[src/rtl/core/olie_pkg.sv]
package olie_pkg;

  localparam int CAPACITY = 64;
  localparam int DATA_W   = 32;
  localparam int POS_W    = 8;
  localparam int FUNC_W   = 2;
  localparam int COUNT_W  = 7;
  localparam int FILL_W   = $clog2(CAPACITY + 1);
  localparam int IDX_W    = $clog2(CAPACITY);
  localparam int CMP_W    = (FILL_W > POS_W) ? FILL_W : POS_W;

  typedef enum logic [FUNC_W-1:0] {
    OP_INSERT = 2'd0,
    OP_ERASE  = 2'd1,
    OP_READ   = 2'd2
  } op_t;

  typedef struct packed {
    logic load;
    logic take_left;
    logic take_right;
  } cell_ctl_t;

endpackage

[src/rtl/core/olie_cell.sv]
module olie_cell import olie_pkg::*; (
  input  logic                     clk,
  input  cell_ctl_t                ctl,
  input  logic signed [DATA_W-1:0] value,
  input  logic signed [DATA_W-1:0] left,
  input  logic signed [DATA_W-1:0] right,
  output logic signed [DATA_W-1:0] q
);

  always_ff @(posedge clk) begin
    if (ctl.load) begin
      q <= value;
    end else if (ctl.take_left) begin
      q <= left;
    end else if (ctl.take_right) begin
      q <= right;
    end
  end

endmodule
[config.mk]
export PLATFORM = sky130hd
export DESIGN_NAME = olie_cell
export DESIGN_NICKNAME = d
export VERILOG_FILES = /design/src/rtl/core/olie_pkg.sv /design/src/rtl/core/olie_cell.sv
export SDC_FILE = /design/constraint.sdc
export NUM_CORES = 1
export LEC_CHECK = 0
export ABC_CLOCK_PERIOD_IN_PS = 4000
export BUFFER_PORTS_ARGS = -buffer_cell sky130_fd_sc_hd__buf_2
export CAP_MARGIN = 25
export CORE_MARGIN = 2
export CORE_UTILIZATION = 35
export DETAILED_ROUTE_END_ITERATION = 16
export PLACE_DENSITY = 0.84
export SLEW_MARGIN = 25
export SYNTH_ARGS = -nofsm -noshare
export SYNTH_HDL_FRONTEND = slang
export SYNTH_SLANG_ARGS = --single-unit
[constraint.sdc]
create_clock -name clk -period 4 [get_ports clk]
set_input_delay 0.2 -clock clk [delete_from_list [all_inputs] [get_ports clk]]
set_output_delay 0.2 -clock clk [all_outputs]
set_load 0.05 [all_outputs]
Word level (Yosys, flattened, before mapping)
Index checks and enable logic that the tools add are counted.
{"block": "word_totals", "romBits": 0, "n_memories": 0, "latchBits": 0, "ff_bits": 32, "ramBits": 0, "output_inout_bits": 32, "wordCells": 5}
{"block": "op_classes", "div_mod_pow": 0, "shifts": 0, "muxes": 3, "reduce_logical": 1, "bitwise_logic": 0, "addsub": 0, "n_eq_ne": 0, "mul": 0, "magnitude_cmp": 0}
{"operator": "$mux W32", "n": 3}
{"operator": "$reduce_bool A3 Y1", "n": 1}

Longest topological paths before layout
Gate-level depths: netlist of the first run.
{"block": "depth", "ltp_word": 3, "depth_mapped": 4, "depth_no_buf": 2}

Worst setup path before layout of the first run
OpenSTA, ideal clock, no wires.
{"block": "synth_timing", "path_kind": "input to register", "startpoint": "in ctl[1] in the netlist's numbering", "endpoint": "reg q[0] (enable)", "setup_slack_ns": 2.491, "stages": 2, "arrival_ns": 1.095, "required_ns": 3.586, "path_cell_list": "buf_6 or3_1"}
{"block": "synth_via", "elab_chain_cells": 1}
{"item": "start: declaration", "line_no": "olie_cell.sv:3", "source": "input cell_ctl_t ctl,"}
{"item": "$reduce_bool A3 Y1 (no source line)"}
{"item": "end signal: assignment", "line_no": "olie_cell.sv:12", "source": "q <= value;"}
{"item": "end signal: assignment", "line_no": "olie_cell.sv:14", "source": "q <= left;"}
{"item": "end signal: assignment", "line_no": "olie_cell.sv:16", "source": "q <= right;"}
{"item": "end: declaration", "line_no": "olie_cell.sv:7", "source": "output logic signed [DATA_W-1:0] q"}
Every way passes these cells.
A chain may end at the register's enable or synchronous reset.

Final worst setup path of the first run
{"block": "layout_timing", "startpoint": "in ctl[2] in the netlist's numbering", "endpoint": "reg q[18] (enable)"}
The elaborated chain is that of the path after synthesis.

==> results.ini, run 1 <==
[grt]
overflow=0
grt_max_degree=66
grt_usage=0.140
grt_pass1_wl_um=5650
antenna_found_initial=0
grt_pass1_vias=1383

[routing]
drtIter0Drc=41
post_drt_wl_per_cell_um=11.6
drt_wl_total_um=3770
first_pass_iters=4
vias=1504
routed_via_density=4.64
ant_nets=0
drc_errors=0

[setup_path]
crit_end=q[18]
crit_required_ps=3960
crit_start=ctl[2]
path_class=in2reg
critPathLaunchType=input pin
critPathArrivalTime_ps=1700
crit_path_end_kind=flip-flop
path_max_fanout=65

[final_layout]
top_regs=q x32
regMostFlops=q
drive_gt1_frac=0.519
largest_reg_flops=32
num_antenna_cells=0
nNetsFinal=370
area_delta_synth_final_pct=42.9
final_core_util=0.513

[clocking]
cts_setup_buffers=0
htree_num_levels=2
ctsResizeCount=0
hold_buffers=0
cts.sinks=32
cts_root_buf=clkbuf_8
cts_buffer_depth=2
cts_tree=built
clk_pin_slew_ps=60
cts_buffers=5

[die]
ios=132
core_um2=4660
initial_utilization=0.359
rows=25
die_w_um=73.1
die_y_um=73.1
die_area_um2=5350

[yosys]
yosysSeqAreaShare=0.574
synthMuxAreaShare=0.191
yosys.area_share.xor_xnor=0
yosysUniqueCellTypes=10
syn_area_um2=1670
synth_fp_nets=240
synth_cells=140
avgSynthCellArea_um2=11.9
synth_adder_area_share=0
synth_top_family_by_area=multiplexers
synth-compound-area-share=0.0957
ys_ff_latch=32
synth-simple-area-share=0.0755
yosysWarnings=0

[placement]
numPortBuffers=131
place.gp.congestion=0.704
dp_hpwl_um=2910

[hold_path]
min_path_type=in2reg

[sta]
tightestPinTransition_ps=586
post-route-min-period_ps=1740
hold_ws_ps=209
finalMaxSlewViolations=0
setup_viol=0
finalHoldViolations=0
timing.fmax_mhz=575
fin_crit_sh=0.435
rsz0062_at_grt=false
final.setup.tns_ps=0
slew_headroom=0.609

[power]
ir_drop_uv=191
powerDensity_nw_per_um2=389
p_leak_nw=1.22

[run]
max-cap-violations=0

[outcome]
status=finished, final reports clean

[cell usage after synthesis]
master | instances | area (um^2)
nand2_1 | 32 | 120
buf_12 | 3 | 60.1
mux2i_1 | 32 | 320
clkbuf_1 | 1 | 3.75
o21ai_1 | 30 | 150
edfxtp_1 | 32 | 961
buf_2 | 6 | 30.0
o21ai_0 | 2 | 10.0
buf_6 | 1 | 11.3
or3_1 | 1 | 6.26
[critical path, stage by stage]
cell and delay (ps):
buf_2 70, buf_4 440, or3_1 580, buf_4 360
[per-layer routing]
metal / part of all wire / routed length, um / global-route usage
met4: 0.016 / 59 / 0.0576
met1: 0.38 / 1440 / 0.131
met2: 0.51 / 1930 / 0.260
met3: 0.092 / 345 / 0.0608
met5: 0 / 0 / 0
[placed cells by master, fill, tap and decap left out]
cell type / instances
buf_2: 131
buf_4: 3
clkbuf_1: 1
clkbuf_8: 5
clkinv_2: 1
edfxtp_1: 32
mux2i_1: 32
nand2_1: 32
o21ai_0: 2
o21ai_1: 30
or3_1: 1
[worst min path at each step]
stage	to	start	cells past startpoint	slack, ps
after detailed placement	q[13]	value[13]	3	490
after global placement	q[0]	value[0]	3	490
after floorplan	q[30]	value[30]	2	390
after global routing	q[8]	value[8]	3	200
final	q[6]	value[6]	3	210
after CTS	q[6]	value[6]	3	200
[cells by family after synthesis]
kind of cell           count (synthesis)
buffers and inverters                 11
AND/OR/NAND/NOR                       33
AO/OA/AOI/OAI                         32
flip-flops                            32
multiplexers                          32
[layout make-up]
cell class              instances  area, um^2
repair buffers                134         678
multi-input cells              97         607
clock buffers                   6        72.6
clock inverters                 1        5.00
well taps                      54        67.6
flip-flops and latches         32         961
fillers                       406        2270
[power by group]
part	internal (W)	total, W	switching [W]
sequential	0.000413	0.000422	0.00000821
clock	0.000118	0.000223	0.000105
combinational	0.0000861	0.000286	0.000200
[metrics by stage]
step                setup slack (ps)  area (um^2)  total power [W]  cells
floorplan                       2490         1670         0.000634    140
global placement                2000         2310         0.000713    317
detailed placement              1940         2310         0.000717    317
CTS                             2240         2390         0.000946    324
global route                    2090         2390         0.000985    324
finish                          2260         2390         0.000930    324
Note: power is estimated with default switching activity, not from simulation.
==> run 2, diff against run 1 <==
- ABC_AREA: not set -> 1
- ABC_CLOCK_PERIOD_IN_PS: 4000 -> 1600
- PLACE_DENSITY: 0.84 -> 0.83
- clock period: 4 -> 1.6 ns (I/O delays scaled with it)
==> run 2 against run 1 <==
Worst hold slack got worse by 130 ps. Clock power rose to 2.5 times the previous value. Global-route usage rose by 2.6 points. Sequential share of layout area fell by 4.8 points. Setup slack got worse by 1600 ps. Combinational power rose to 2.7 times the previous value. Cell count rose by 46%. Sequential power rose to 2.5 times the previous value. Via count rose by 37%. Cell area rose by 14%. Die area rose by 17%. Synthesized cell count rose by 96%. Critical endpoint is now q[21]. Highest routed layer unchanged.
==> results.ini, run 2 <==
[setup_path]
slowest_delay_ps=390  ; -190 ps
path_class=reg2out
crit_end=q[21]
cp_num_buf_inv=1  ; -2
cpMaxStageDelayCell=edfxtp_1
critPathArrivalTime_ps=890  ; -810 ps
path_cells=buf_2
worst-path-stages=1  ; -3
path_max_fanout=1  ; -98%
crit_required_ps=1520  ; -2440 ps
critPathLaunchType=flip-flop
crit_start=q[21]
crit_path_end_kind=output port
critPathTopFamily=flip-flops

[yosys]
yosys.area_share.xor_xnor=0  ; unchanged
yosysWarnings=0  ; unchanged
yosysSeqAreaShare=0.487  ; -0.0877
synth_edf_count=32  ; unchanged
synth-simple-area-share=0.328  ; +0.253
synth_fp_nets=374  ; +56%
avgSynthCellArea_um2=7.21  ; -40%
synth_top_area_frac=0.487  ; -0.0877
synth_cells=274  ; +96%
syn_area_um2=1970  ; +18%
yosys.area.top_type=edfxtp_1
async_reset_ff_frac=0  ; unchanged
yosysMostFrequentCell=nand2_1
synth_adder_area_share=0  ; unchanged
yosysUniqueCellTypes=9  ; -1
synth-compound-area-share=0  ; -0.0957
synth_top_family_by_area=simple AND/OR/NAND/NOR gates
ys_top_cells_by_count=nand2_1, inv_1, edfxtp_1, nand3_1, buf_4
synthFlopType=edfxtp_1
synth_area_leaders=edfxtp_1, nand2_1, inv_1
synthMuxAreaShare=0  ; -0.191
ys_ff_latch=32  ; unchanged

[grt]
use_met1=0.176  ; +0.0451
grtUsageMet2=0.312  ; +0.0516
met3_usage=0.0420  ; -0.0187
grt_pass1_wl_um=7980  ; +41%
grt-busiest-layer=met2
grt_max_degree=34  ; -48%
overflow=0  ; unchanged
grt_usage=0.165  ; +0.0255
antenna_found_initial=0  ; unchanged
grt_pass1_vias=1906  ; +38%

[final_layout]
top_regs=q x32
final_common_cell=buf_2
nFillCells=573  ; +41%
largest_reg_flops=32  ; unchanged
most-common-layout-cells=buf_2, nand2_1, inv_1, nand3_1, edfxtp_1
drive_gt1_frac=0.356  ; -0.163
area_delta_synth_final_pct=37.5
layoutNonFillerInstCount=474  ; +46%
regMostFlops=q
num_antenna_cells=0  ; unchanged
nNetsFinal=502  ; +36%

[clocking]
cts_buffer_depth=2  ; unchanged
ctsResizeCount=0  ; unchanged
cts_root_buf=clkbuf_8
hold_buffers=0  ; unchanged
htree_num_levels=2  ; unchanged
cts_setup_buffers=0  ; unchanged
cts.sinks=32  ; unchanged
cts_tree=built
cts_buffers=5  ; unchanged
clk_pin_slew_ps=60  ; about the same

[power]
p_leak_nw=1.68  ; +38%
p_total_w=0.00240  ; +160%
ir_drop_uv=415  ; +120%
powerDensity_nw_per_um2=883  ; +130%

[die]
initial_utilization=0.361  ; +0.00184
die_area_um2=6260  ; +17%
ios=132  ; unchanged
die_y_um=79.1  ; +8.2%
core_um2=5470  ; +17%
die_w_um=79.1  ; +8.2%
rows=27  ; +8.0%

[run]
max-cap-violations=0  ; unchanged

[placement]
dp_worst_setup_slack_ps=360  ; -1580 ps
place.gp.congestion=0.734  ; +4.3%
numPortBuffers=131  ; unchanged
dp_hpwl_um=3860  ; +33%
place_inst=467  ; +47%

[sta]
setup_ws_ps=629  ; -1630 ps
slew_headroom=0.708  ; +0.0991
tightestPinTransition_ps=437  ; -149 ps
finalHoldViolations=0  ; unchanged
finalMaxSlewViolations=0  ; unchanged
final.setup.tns_ps=0  ; unchanged
rsz0062_at_grt=false
timing.fmax_mhz=1030
post-route-min-period_ps=971
fin_crit_sh=0.607
hold_ws_ps=78.2  ; -131 ps
setup_viol=0  ; unchanged

[routing]
vias=2056  ; +37%
drc_errors=0  ; unchanged
post_drt_wl_per_cell_um=10.8  ; -6.7%
first_pass_iters=4  ; unchanged
drt_wl_total_um=5140  ; +36%
ant_nets=0  ; unchanged
drtIter0Drc=78  ; +90%
routed_via_density=4.34  ; -6.6%

[outcome]
status=finished, final reports clean

[hold_path]
min_path_type=in2reg

==> run 2: changes by cell type after synthesis, moves of 3 or more <==
cell     previous run  this run
buf_6               1         4
mux2i_1            32         0
buf_2               6         3
buf_4               0         7
buf_12              3         0
o21ai_1            30         0
nand3_1             0        32
inv_1               0        64
nand2_1            32       129
==> run 2: cell type report <==
cell class	count	area, um^2	area share
repair buffers	135	686	0.253
multi-input cells	162	648	0.239
flip-flops and latches	32	961	0.354
clock buffers	6	72.6	0.0267
clock inverters	1	5.00	0.00184
inverters	66	253	0.0931
well taps	72	90.1	0.0332
==> run 2: worst min path at each step <==
stage	cells after the start	slack, ps	from	to
5_1_grt	3	70	value[10]	q[10]
3_3_place_gp	3	360	value[3]	q[3]
3_5_place_dp	3	360	value[19]	q[19]
6_report	3	80	value[3]	q[3]
4_1_cts	3	70	value[3]	q[3]
2_1_floorplan	2	260	value[29]	q[29]
==> run 2: report_power, final <==
| part | internal (W) | switching, W | leakage (nW) |
|---|---|---|---|
| clock | 0.000295 | 0.000266 | 0.0410 |
| sequential | 0.00104 | 0.0000267 | 0.336 |
| combinational | 0.000219 | 0.000555 | 1.30 |
==> run 2: kinds of logic (layout without fill, tap and decap cells) <==
logic type / Yosys count / after routing
and+or+nand+nor: 162 / 162
DFF: 32 / 32
buffers and inverters: 80 / 208
==> run 2: stage by stage <==
step / util / area [um^2]
finish: 0.496 / 2720
detailed placement: 0.482 / 2640
global route: 0.496 / 2720
floorplan: - / 1970
CTS: 0.496 / 2720
global placement: 0.482 / 2640
==> run 2: per-layer routing <==
| metal | share of wire | routed length [um] | vias up |
|---|---|---|---|
| met4 | 0.0082 | 42 | 0 |
| li1 | - | - | 1063 |
| met2 | 0.52 | 2670 | 86 |
| met5 | 0 | 0 | - |
| met3 | 0.080 | 409 | 4 |
| met1 | 0.39 | 2010 | 903 |
